`src/bfcg_pkg.sv`:
```
package bfcg_pkg;
  localparam int MAX_DIM_DEF = 4096;
  localparam int COORD_W = 12;
  localparam int CHAN_W = 8;
  localparam int CHANNELS = 4;
  localparam int CFG_W = 32;
  localparam int SIZE_W = 13;
  localparam int IDX_W = 3;

  typedef enum logic [IDX_W-1:0] {
    REG_TOP_LEFT     = 3'd0,
    REG_TOP_RIGHT    = 3'd1,
    REG_BOTTOM_LEFT  = 3'd2,
    REG_BOTTOM_RIGHT = 3'd3,
    REG_WIDTH        = 3'd4,
    REG_HEIGHT       = 3'd5
  } reg_idx_t;
endpackage

```
`src/bfcg_cell.sv`:
```
module bfcg_cell #(
  parameter int PW = 26,
  parameter int SW = 34,
  parameter int BIT = 7
) (
  input  logic clk,
  input  logic rst,
  input  logic advance,
  input  logic in_valid,
  input  logic [PW-1:0] in_den,
  input  logic [bfcg_pkg::CHANNELS-1:0][SW-1:0] in_rem,
  input  logic [bfcg_pkg::CHANNELS-1:0][bfcg_pkg::CHAN_W-1:0] in_quo,
  output logic out_valid,
  output logic [PW-1:0] out_den,
  output logic [bfcg_pkg::CHANNELS-1:0][SW-1:0] out_rem,
  output logic [bfcg_pkg::CHANNELS-1:0][bfcg_pkg::CHAN_W-1:0] out_quo
);
  logic [SW:0] dsh;
  logic [bfcg_pkg::CHANNELS-1:0][SW-1:0] rem_next;
  logic [bfcg_pkg::CHANNELS-1:0][bfcg_pkg::CHAN_W-1:0] quo_next;

  assign dsh = (SW+1)'(in_den) << BIT;

  always_comb begin
    for (int k = 0; k < bfcg_pkg::CHANNELS; k++) begin
      quo_next[k] = in_quo[k];
      if ({1'b0, in_rem[k]} >= dsh) begin
        rem_next[k] = SW'({1'b0, in_rem[k]} - dsh);
        quo_next[k][BIT] = 1'b1;
      end else begin
        rem_next[k] = in_rem[k];
        quo_next[k][BIT] = 1'b0;
      end
    end
  end

  always_ff @(posedge clk) begin
    if (rst) out_valid <= 1'b0;
    else if (advance) out_valid <= in_valid;
  end

  always_ff @(posedge clk) begin
    if (advance) begin
      out_den <= in_den;
      out_rem <= rem_next;
      out_quo <= quo_next;
    end
  end
endmodule

```
`config.mk`:
```
export PLATFORM = sky130hd
export DESIGN_NAME = bfcg_cell
export DESIGN_NICKNAME = d
export VERILOG_FILES = /design/src/bfcg_pkg.sv /design/src/bfcg_cell.sv
export SDC_FILE = /design/constraint.sdc
export NUM_CORES = 1
export LEC_CHECK = 0
export BUFFER_PORTS_ARGS = -buffer_cell sky130_fd_sc_hd__buf_2
export CORE_MARGIN = 2
export CORE_UTILIZATION = 48
export CTS_BUF_LIST = sky130_fd_sc_hd__clkbuf_8
export DETAILED_ROUTE_END_ITERATION = 16
export PLACE_DENSITY = 0.84
export RECOVER_POWER = 100
export REMOVE_ABC_BUFFERS = 1
export SYNTH_ARGS = -nofsm -noshare
export SYNTH_HDL_FRONTEND = slang
export SYNTH_SLANG_ARGS = --single-unit
```
`constraint.sdc`:
```
create_clock -name clk -period 6.86 [get_ports clk]
set_input_delay 2.058 -clock clk [delete_from_list [all_inputs] [get_ports clk]]
set_output_delay 2.058 -clock clk [all_outputs]
set_load 0.01 [all_outputs]
```
-- Yosys cells after proc, flatten, opt, wreduce, memory -nomap -nowiden
Cells that the tools add are included.
- register bits after elaboration: 195
- input bits: 198
- output and inout port bits: 195
- logic and storage cells: 26
- $add $sub $neg: 4
- order comparisons: 4
- mux-type cells: 8
- operators by type and width (kind ; number):
    $ge A34 B33 Y1 ; 4
    $mux W34 ; 4
    $sub A34 B33 Y34 ; 4
    $mux W1 ; 4

-- Longest topological paths before layout
Gate-level depths: netlist of the first run.
- word-level depth: 2
- depth in mapped cells: 13
- gate-level depth less buffers: 13

-- Worst setup path after synthesis of the first run
Ideal clock, no wire load.
- kind: input-to-reg
- start: input port in_den[1]
- end: register out_rem[21] (netlist name) (data pin)
- setup time: 0.260 ns
- arrival: 4.394 ns
- data required time: 6.600 ns
- path slack: 2.206 ns
- cell stages on the path: 11
- path buffers: 1
- cells stage by stage: inv_1 ha_1 nor2b_1 o31a_1 o21ai_2 nand2_2 a311oi_4 o311a_4 nor2_8 buf_6 mux2_4
- RTL lines (item ; RTL line ; source):
    start: declaration ; bfcg_cell.sv:10 ; input logic [PW-1:0] in_den,
    end signal: assignment ; bfcg_cell.sv:45 ; out_rem <= rem_next;
    end: declaration ; bfcg_cell.sv:15 ; output logic [bfcg_pkg::CHANNELS-1:0][SW-1:0] out_rem,

-- Worst setup path after layout of the first run
- start: input port advance
- end: register out_rem[11] (netlist name), enable pin
- RTL lines (item ; RTL line ; source):
    start: declaration ; bfcg_cell.sv:8 ; input logic advance,
No word-level cell between the ends.

==> results by group, run 1 <==
CTS
  – Clock slew seen by the registers of the worst setup and hold paths: between 0.1 and 0.15 ns
  – Post-CTS Resized: 0
  – Max clock buf depth: 2
  – Worst-Skew Late Latency: 0.49 ns
  – Setup Buffers After CTS: 0
  – CTS buffer count: 17
  – Root Driver: clkbuf_8
  – CTS tree: built
  – Clock Sinks: 195
  – Hold buffer count at CTS: 0
  – H-tree levels: 4

Final layout
  – Layout cells sized above 1: about 14%
  – Nets: approximately 1900
  – Post-Layout Cell Count: 1964
  – Util after Layout: 57.6%
  – Finished layout cell area: 0.0151 mm²
  – Area Growth Syn to Fin: 17.5%

GRT
  – Pin count of the biggest net entering global routing: 103
  – Initial antenna violation count: 4
  – Global-route wire length before repair: approximately 58000 µm
  – Total grt overflow: 0
  – Vias in the first global route: around 11000
  – GRT Overall Usage: 26.5%

Route
  – DR pass1 iterations: 7
  – Vias per inst: 5.79
  – DRT iter0 DRCs: between 1000 and 1500
  – Post-DRT Antenna Nets: 0
  – Routed wire length: about 39000 µm
  – WL/cell: 19.7 µm
  – DR vias: between 10000 and 15000
  – DRC viols: 0

Critical path
  – CP startpoint kind: input pin
  – CP Class: in -> reg
  – CP Cell Sequence: clkbuf_2 -> clkbuf_1
  – Crit. End Element: flip-flop
  – Crit path max-delay family: buffers and inverters
  – CP max stage delay: between 1.5 and 2 ns
  – Arrival time of the worst setup path: 5.84 ns
  – Critical Path RT: 6.92 ns
  – Maximum fanout along the worst path: 102
  – Worst path slowest cell: clkbuf_1
  – Crit path buf inv count: 2

Pwr
  – P_leak: 6.11 nW
  – Max VDD drop: 0.108 mV
  – Pwr/cell area: 223 mW/mm²

Timing
  – Setup tns final: 0 ns
  – Fmax: roughly 0.17 GHz
  – Slew headroom: -74.2%
  – Period utilization: 84.2%
  – Slew Limit Fails: approximately 190
  – Fin crit period: 5.77 ns
  – RSZ-0062 raised after global routing: no
  – Clock skew: 0 ns
  – Final Hold Fails: 0
  – Worst-margin pin slew: ~2.6 ns
  – Final setup fails: 0

Placed design
  – IO Port Bufs: 388
  – Dpl cell area: 0.0151 mm²
  – Post-Place Cells: 1928
  – RePlAce Congestion: 0.885
  – Final HPWL from detailed placement: 30500 µm

Synth
  – Top post-synthesis cells by count: edfxtp_1 (194), a21oi_1 (125), nand2_1 (109), ha_1 (104), o21ai_0 (97)
  – Synthesized area: 0.0129 mm²
  – Post-synth top flop: edfxtp_1
  – Synth area leaders: edfxtp_1 (45%), ha_1 (10%), a21oi_1 (4.9%), o21ai_0 (3.8%), a21o_1 (3.2%)
  – Distinct cells, synth: 82
  – Seq/Total Area, Yosys: 45.5%
  – EDFF count, synth: around 190
  – Post-synth ARST share: 0%
  – Seq cells post-synth: approximately 200
  – Area leader, netlist: edfxtp_1
  – Yosys synthesis warning count: 0
  – Mapped Cells: ~1200
  – Post-synthesis area per instance: 10.4 µm²
  – Count leader, synth: edfxtp_1
  – Synth top area share: between 40% and 50%

Floorplanning
  – Die Height: 168 µm
  – Initial core utilization: ~49%
  – Num rows: 59
  – Ports: 393
  – Die area: 0.0281 mm²
  – Core box area: 0.0262 mm²
  – Die Width: about 170 µm

Flow run
  – Max-capacitance violation count: 3

Status
  – Status: finished, violations left
  – Failing checks: max-capacitance violations, max-slew violations

Worst hold path
  – Min-Delay Path Class: reg -> reg
registers in the layout, indices dropped and copies added, names as in the netlist:
signal	flops
out_valid	1
out_rem	136
out_den	26
out_quo	32
placed cells by master, fill, tap and decap left out, drive strengths merged, types with 14 or more instances in the layout:
cell	Yosys	routed
a211oi	14	14
a21o	55	55
a21oi	127	127
buf	18	152
clkbuf	17	258
edfxtp	194	194
ha	104	104
inv	58	66
mux2	26	26
nand2	110	110
nand3	31	31
nand4	14	14
nor2	88	88
nor3	14	14
o21ai	106	106
xnor2	44	44
xor2	46	46
cells by family after synthesis:
family | share of synthesized area, %
simple gates | 12.2
compound gates | 19.5
xor+xnor | 6.13
mux | 2.82
fa+ha+maj | 10.7
buf+inv | 3.09
flops | 45.5
worst paths after layout:
kind / cells after the start / endpoint / slack [ns] / from
setup / recovery: 2 / out_rem[11] / 1.09 / advance
hold reg to reg: 2 / out_valid / 0.53 / out_valid
setup reg to reg: 2 / out_valid / 6.22 / out_valid
hold / removal: 2 / out_valid / 0.53 / out_valid
final cells by class:
cell class              count  area (µm²)
fillers                  2414       11100
multi-input cells         947        6530
inverters                  58         218
clock buffers              17         234
repair buffers            393        1670
well taps                 335         419
flip-flops and latches    195        5850
diodes                      4        10.0
clock inverters            15         176
report_power, final:
group	total, mW	internal [mW]	switching, mW
Combinational	1.02	0.387	0.635
Clock	0.801	0.282	0.519
Sequential	1.54	1.50	0.0431
Total	3.37	2.17	1.20
routing by layer:
layer  routed length, µm  GRT usage (%)
met3                2650           3.78
met1               16500           35.3
met5                   0              0
met4                1100           9.57
met2               18500           44.2
through the flow:
step           power (mW)  worst slack, ns  hold WS (ns)
6_report             3.37             1.09         0.526
3_5_place_dp         2.63             1.23         0.494
4_1_cts              3.42             1.76         0.524
3_3_place_gp         2.60             1.33         0.467
2_1_floorplan        2.22            0.595         0.528
5_1_grt              3.52            0.759         0.587
Power figures use the tool's default switching activity.
==> inputs of run 2 (changes only) <==
--- a/config.mk
+++ b/config.mk
@@ -10,7 +10,7 @@
 export CORE_UTILIZATION = 48
 export CTS_BUF_LIST = sky130_fd_sc_hd__clkbuf_8
 export DETAILED_ROUTE_END_ITERATION = 16
-export PLACE_DENSITY = 0.84
+export PLACE_DENSITY = 0.87
 export RECOVER_POWER = 100
 export REMOVE_ABC_BUFFERS = 1
 export SYNTH_ARGS = -nofsm -noshare
==> constraint.sdc (replaced) <==
create_clock -name clk -period 5.3 [get_ports clk]
set_input_delay 1.59 -clock clk [delete_from_list [all_inputs] [get_ports clk]]
set_output_delay 1.59 -clock clk [all_outputs]
set_load 0.01 [all_outputs]
==> run 2 against run 1 <==
  * The flow still finishes with violations (max-capacitance violations, max-slew violations)
  * First-iteration DRC count is 8.2% higher
  * Clock-buffer cell count stayed put
  * Setup slack worse by 0.56 ns
  * Non-clock buffer count is 6 higher
  * Sequential cell count stayed put
  * Combinational power is 30% higher
  * Critical path depth is 9 higher
  * Sequential share of layout area is 0.19 points lower
  * Clock power is 31% higher
  * Utilization is 0.29 points higher
==> results by group, run 2 (same netlist as run 1, synthesis figures left out) <==
Placed design
  – RePlAce Congestion: 0.920
  – Dpl cell area: 0.0152 mm²
  – IO Port Bufs: 388
  – Final HPWL from detailed placement: 31000 µm

Route
  – DRC viols: 0
  – Routed wire length: 39300 µm
  – Vias per inst: 5.76
  – Post-DRT Antenna Nets: 0
  – DRT iter0 DRCs: 1146
  – WL/cell: 19.9 µm
  – DR pass1 iterations: 5
  – DR vias: 11369

Status
  – Status: finished, violations left
  – Failing checks: max-capacitance violations, max-slew violations

Floorplanning
  – Core box area: 0.0262 mm²
  – Initial core utilization: 49.0%
  – Die Width: 168 µm
  – Die area: 0.0281 mm²
  – Die Height: 168 µm
  – Num rows: 59
  – Ports: 393

Timing
  – RSZ-0062 raised after global routing: no
  – Worst-margin pin slew: 2.58 ns
  – Fin crit period: about 4.8 ns
  – Final setup fails: 0
  – Period utilization: 90.0%
  – Final Hold Fails: 0
  – Slew headroom: -71.8%
  – Clock skew: 0 ns
  – Fmax: 0.210 GHz
  – Slew Limit Fails: 144
  – WHS: between 0.5 and 0.6 ns

Final layout
  – Util after Layout: 57.9%
  – Area Growth Syn to Fin: 18.1%
  – Finished layout cell area: 0.0152 mm²
  – Largest register FFs: 136
  – Most flops, register: out_rem
  – Regs by FF count: out_rem x136, out_quo x32, out_den x26
  – Commonest non-fill, non-tap cell in the layout: clkbuf_1
  – Nets: 1924
  – Most frequent cells in the layout: clkbuf_1 (244), edfxtp_1 (194), buf_2 (144)
  – Layout cells sized above 1: 13.4%

GRT
  – Global-route met2 utilization: between 40% and 50%
  – Pin count of the biggest net entering global routing: 98
  – Vias in the first global route: 10818
  – GRT Max-Usage Layer: met2
  – Global-route wire length before repair: 59100 µm
  – GRT Overall Usage: 27.0%
  – Initial antenna violation count: 7
  – Met3 Usage GRT: 3.99%
  – Total grt overflow: 0
  – Met1 usage: 35.9%

Critical path
  – Crit. End Element: flip-flop
  – Arrival time of the worst setup path: roughly 5.0 ns
  – Maximum fanout along the worst path: 17
  – CP Cell Sequence: clkbuf_1 -> inv_1 -> ha_1 -> nand2b_1 -> a21oi_1 -> o311ai_0 -> a21oi_2 -> nor4_1 -> o21bai_1 -> a21oi_4 -> mux2_2
  – Crit path max-delay family: compound AO/OA/AOI/OAI gates
  – Worst path slowest cell: o311ai_0
  – WP depth: 11
  – CP startpoint kind: input pin
  – CP max stage delay: 0.76 ns
  – Crit path buf inv count: 2
  – Worst Reg-to-Reg Cells: 2
  – Critical Path RT: 5.54 ns
  – CP Class: in -> reg

Worst hold path
  – Min-Delay Path Class: reg -> reg
  – Hold path cells: 2

CTS
  – CTS buffer count: 17
  – Clock Sinks: 195
  – Root Driver: clkbuf_8
  – Hold buffer count at CTS: 0
  – Max clock buf depth: 2
  – Clock slew seen by the registers of the worst setup and hold paths: ~0.12 ns
  – Post-CTS Resized: 0
  – Worst-Skew Late Latency: 0.49 ns
  – CTS tree: built
  – H-tree levels: 4
  – Setup Buffers After CTS: 0

Pwr
  – Tot Pwr: ~4.4 mW
  – Pwr/cell area: 289 mW/mm²
  – P_leak: 6.14 nW
  – Max VDD drop: 0.128 mV

Flow run
  – Max-capacitance violation count: 2
run 2: cell types whose count changed in the layout (fill, tap and decap cells not counted), moves of 2 or more:
cell,change
buf_12,+2
buf_2,-7
buf_4,+5
clkbuf_1,+6
clkbuf_2,-2
diode_2,+3
run 2: per-stage QoR:
| step | setup TNS, ns | setup WS [ns] | instances |
|---|---|---|---|
| after detailed placement | 0 | 0.370 | 1934 |
| after floorplan | -9.86 | -0.497 | 1200 |
| after global routing | 0 | 0.332 | 1971 |
| after global placement | 0 | 0.435 | 1934 |
| after CTS | 0 | 0.879 | 1966 |
| final | 0 | 0.529 | 1973 |
run 2: area by class of cell:
cell class                      instances  area, µm²
Clock buffer                           17        234
Timing Repair Buffer                  399       1740
Multi-Input combinational cell        947       6520
Fill cell                            2390      11000
Tap cell                              335        419
Clock inverter                         15        181
Sequential cell                       195       5850
Antenna cell                            7       17.5
Inverter                               58        218
run 2: worst paths after layout:
path,startpoint,slack (ns),end
worst min-delay path,out_valid,0.51,out_valid
worst max-delay path,in_den[1],0.53,out_rem[82]
worst max register to register,out_valid,4.68,out_valid
worst min register to register,out_valid,0.51,out_valid
run 2: worst min-delay path: cells and delay by family, from the launching register on:
family | cells | cell delay [ns]
flip-flops | 1 | 0.34
multiplexers | 1 | 0.06
AND/OR/NAND/NOR | 1 | 0.08
run 2: metal layers:
metal  wire (µm)  vias to the layer above
li1            -                     5417
met1       16600                     5285
met2       18600                      593
met3        2930                       74
met4        1100                        0
met5           0                        -
run 2: report_power, final:
part / switching (mW) / leakage, nW / internal [mW]
clock network: 0.685 / 0.205 / 0.366
logic: 0.826 / 4.03 / 0.508
registers: 0.0592 / 1.91 / 1.94
total: 1.57 / 6.14 / 2.82
==> inputs of run 3 (changes only) <==
--- a/config.mk
+++ b/config.mk
@@ -10,7 +10,7 @@
 export CORE_UTILIZATION = 48
 export CTS_BUF_LIST = sky130_fd_sc_hd__clkbuf_8
 export DETAILED_ROUTE_END_ITERATION = 16
-export PLACE_DENSITY = 0.87
+export PLACE_DENSITY = 0.84
 export RECOVER_POWER = 100
 export REMOVE_ABC_BUFFERS = 1
 export SYNTH_ARGS = -nofsm -noshare
==> constraint.sdc (replaced) <==
create_clock -name clk -period 6.1 [get_ports clk]
set_input_delay 1.83 -clock clk [delete_from_list [all_inputs] [get_ports clk]]
set_output_delay 1.83 -clock clk [all_outputs]
set_load 0.01 [all_outputs]
==> run 3 against run 2 <==
  * The run still ends with max-capacitance violations, max-slew violations left
  * Sequential power is 13% lower
  * Critical path depth is the same
  * Global-route usage decreased by 0.29 points
  * Register-to-register slack gained 0.77 ns
  * Wire length is 1.3% lower
  * Combinational power fell by 14%
  * Die area is the same
  * Worst hold slack improved by 0.011 ns
  * Final cell count is 0.46% lower
  * Cell area shrank 0.22%
  * Clock-buffer cell count unchanged
  * Largest cell class unchanged
==> results by group, run 3 (same netlist as run 1, synthesis figures left out) <==
Status
  – Status: finished, violations left
  – Failing checks: max-capacitance violations, max-slew violations

Final layout
  – Largest register FFs: roughly 140
  – Register area: 0.00585 mm²
  – Most flops, register: out_rem
  – Post-Layout Cell Count: roughly 2000
  – Multi-input gate area: 0.00654 mm²
  – Most frequent cells in the layout: clkbuf_1 (232), edfxtp_1 (194), buf_2 (156)
  – Fillers: around 2400
  – Commonest non-fill, non-tap cell in the layout: clkbuf_1
  – Layout cells sized above 1: 14.0%
  – Nets: 1918
  – Area Growth Syn to Fin: 17.8%
  – Regs by FF count: out_rem x136, out_quo x32, out_den x26

Timing
  – Slew Limit Fails: 112
  – RSZ-0062 raised after global routing: no
  – Period utilization: between 80% and 90%
  – Final Hold Fails: 0
  – Fmax: 0.193 GHz
  – Slew headroom: -102%
  – Fin crit period: roughly 5.2 ns
  – Worst-margin pin slew: slightly above 3 ns
  – Setup tns final: 0 ns
  – Clock skew: 0 ns
  – Final setup fails: 0

Flow run
  – Max-capacitance violation count: 1

Critical path
  – Crit. End Element: flip-flop
  – Maximum fanout along the worst path: 46
  – Arrival time of the worst setup path: 5.42 ns
  – Crit path max-delay family: compound AO/OA/AOI/OAI gates
  – CP Cell Sequence: buf_2 -> inv_1 -> ha_1 -> nor2b_1 -> o211a_1 -> nor3_1 -> o31ai_1 -> a21oi_1 -> o41ai_1 -> buf_12 -> mux2_1
  – Crit path buf inv count: 3
  – CP startpoint: in_den[1]
  – Worst R2R Start: out_valid
  – CP startpoint kind: input pin
  – Reg-to-reg slack, setup: 5.45 ns
  – Worst path slowest cell: o41ai_1
  – CP Class: in -> reg
  – Critical Path RT: 6.35 ns
  – CP max stage delay: 0.74 ns

Placed design
  – IO Port Bufs: 388
  – RePlAce Congestion: around 0.9
  – Post-Place Cells: between 1500 and 2000
  – Final HPWL from detailed placement: 30400 µm

Route
  – Vias per inst: 5.73
  – WL/cell: 19.7 µm
  – Routed wire length: 38800 µm
  – DR vias: between 10000 and 15000
  – Post-DRT Antenna Nets: 0
  – DRC viols: 0
  – DR pass1 iterations: 5
  – DRT iter0 DRCs: 934

GRT
  – Pin count of the biggest net entering global routing: 113
  – Vias in the first global route: between 10000 and 15000
  – Initial antenna violation count: 4
  – Total grt overflow: 0
  – Global-route wire length before repair: approximately 60000 µm
  – GRT Overall Usage: a little over a quarter

Floorplanning
  – Initial core utilization: 49.0%
  – Die Width: 168 µm
  – Core box area: 0.0262 mm²
  – Die Height: 168 µm
  – Die area: 0.0281 mm²
  – Ports: 393
  – Num rows: 59

CTS
  – Setup Buffers After CTS: 0
  – Worst-Skew Late Latency: 0.48 ns
  – H-tree levels: 4
  – Post-CTS Resized: 0
  – Root Driver: clkbuf_8
  – Clock Sinks: 195
  – CTS buffer count: 17
  – CTS tree: built
  – Max clock buf depth: 2
  – Hold buffer count at CTS: 0
  – Clock slew seen by the registers of the worst setup and hold paths: between 0.1 and 0.15 ns

Pwr
  – Sequential share of power: 45.9%
  – Gate power share: 30.5%
  – Clk pwr share: 23.6%
  – NetSw: 1.35 mW
  – Sw Share: 35.6%
  – Internal power: 2.44 mW
  – P_leak: approximately 6.1 nW
  – Pwr/cell area: 250 mW/mm²
  – Max VDD drop: 0.147 mV

Worst hold path
  – Min-Delay Path Class: reg -> reg
  – Hold path startpoint: out_valid
-- run 3: cell count changes in the layout (fill, tap and decap cells not counted), sizes merged --
| cell | delta |
|---|---|
| clkbuf | -13 |
| buf | +7 |
| inv | -1 |
| diode | -2 |
-- run 3: layout make-up --
| type | count | area share [%] |
|---|---|---|
| multi-input combinational | 947 | 43.2 |
| sequential | 195 | 38.6 |
| timing repair buffer | 393 | 11.3 |
| tap | 335 | 2.77 |
| clock buffer | 17 | 1.54 |
| inverter | 58 | 1.44 |
| clock inverter | 14 | 1.07 |
| antenna | 5 | 0.0826 |
-- run 3: through the flow --
stage                     total power, mW  cell area [µm²]  utilization [%]  hold WS, ns  setup WS (ns)
after floorplan                      2.50            12700                -        0.528         0.0631
after global placement               2.93            15100             57.7        0.467          0.959
after detailed placement             2.96            15100             57.7        0.490          0.826
after CTS                            3.84            15500             59.2        0.520           1.35
after global routing                 3.95            15100             57.8        0.566          0.685
final                                3.78            15100             57.8        0.521          0.929
-- run 3: path summary, 6_finish.rpt --
kind                  end  depth (start not counted)
min             out_valid                          2
max          out_rem[110]                         11
min reg2reg     out_valid                          2
max reg2reg     out_valid                          2
-- run 3: power by group through the flow --
stage	logic, mW	registers [mW]	clock network, mW
2_1_floorplan	0.650	1.85	0
3_3_place_gp	1.17	1.76	0
3_5_place_dp	1.20	1.76	0
4_1_cts	1.21	1.73	0.907
5_1_grt	1.26	1.75	0.941
6_report	1.15	1.74	0.893
-- run 3: routing by layer --
| metal | vias up | global-route usage [%] | part of all wire [%] |
|---|---|---|---|
| met2 | 497 | 44.7 | 47 |
| met4 | 0 | 9.45 | 2.9 |
| li1 | 5396 | - | - |
| met5 | - | 0 | 0 |
| met1 | 5295 | 35.4 | 43 |
| met3 | 66 | 4.09 | 6.8 |
-- run 3: worst register-to-register path, delay by kind of cell (launching register included) --
kind          cells  cell delay (ns)
mux               1             0.07
flops             1             0.35
simple gates      1             0.17
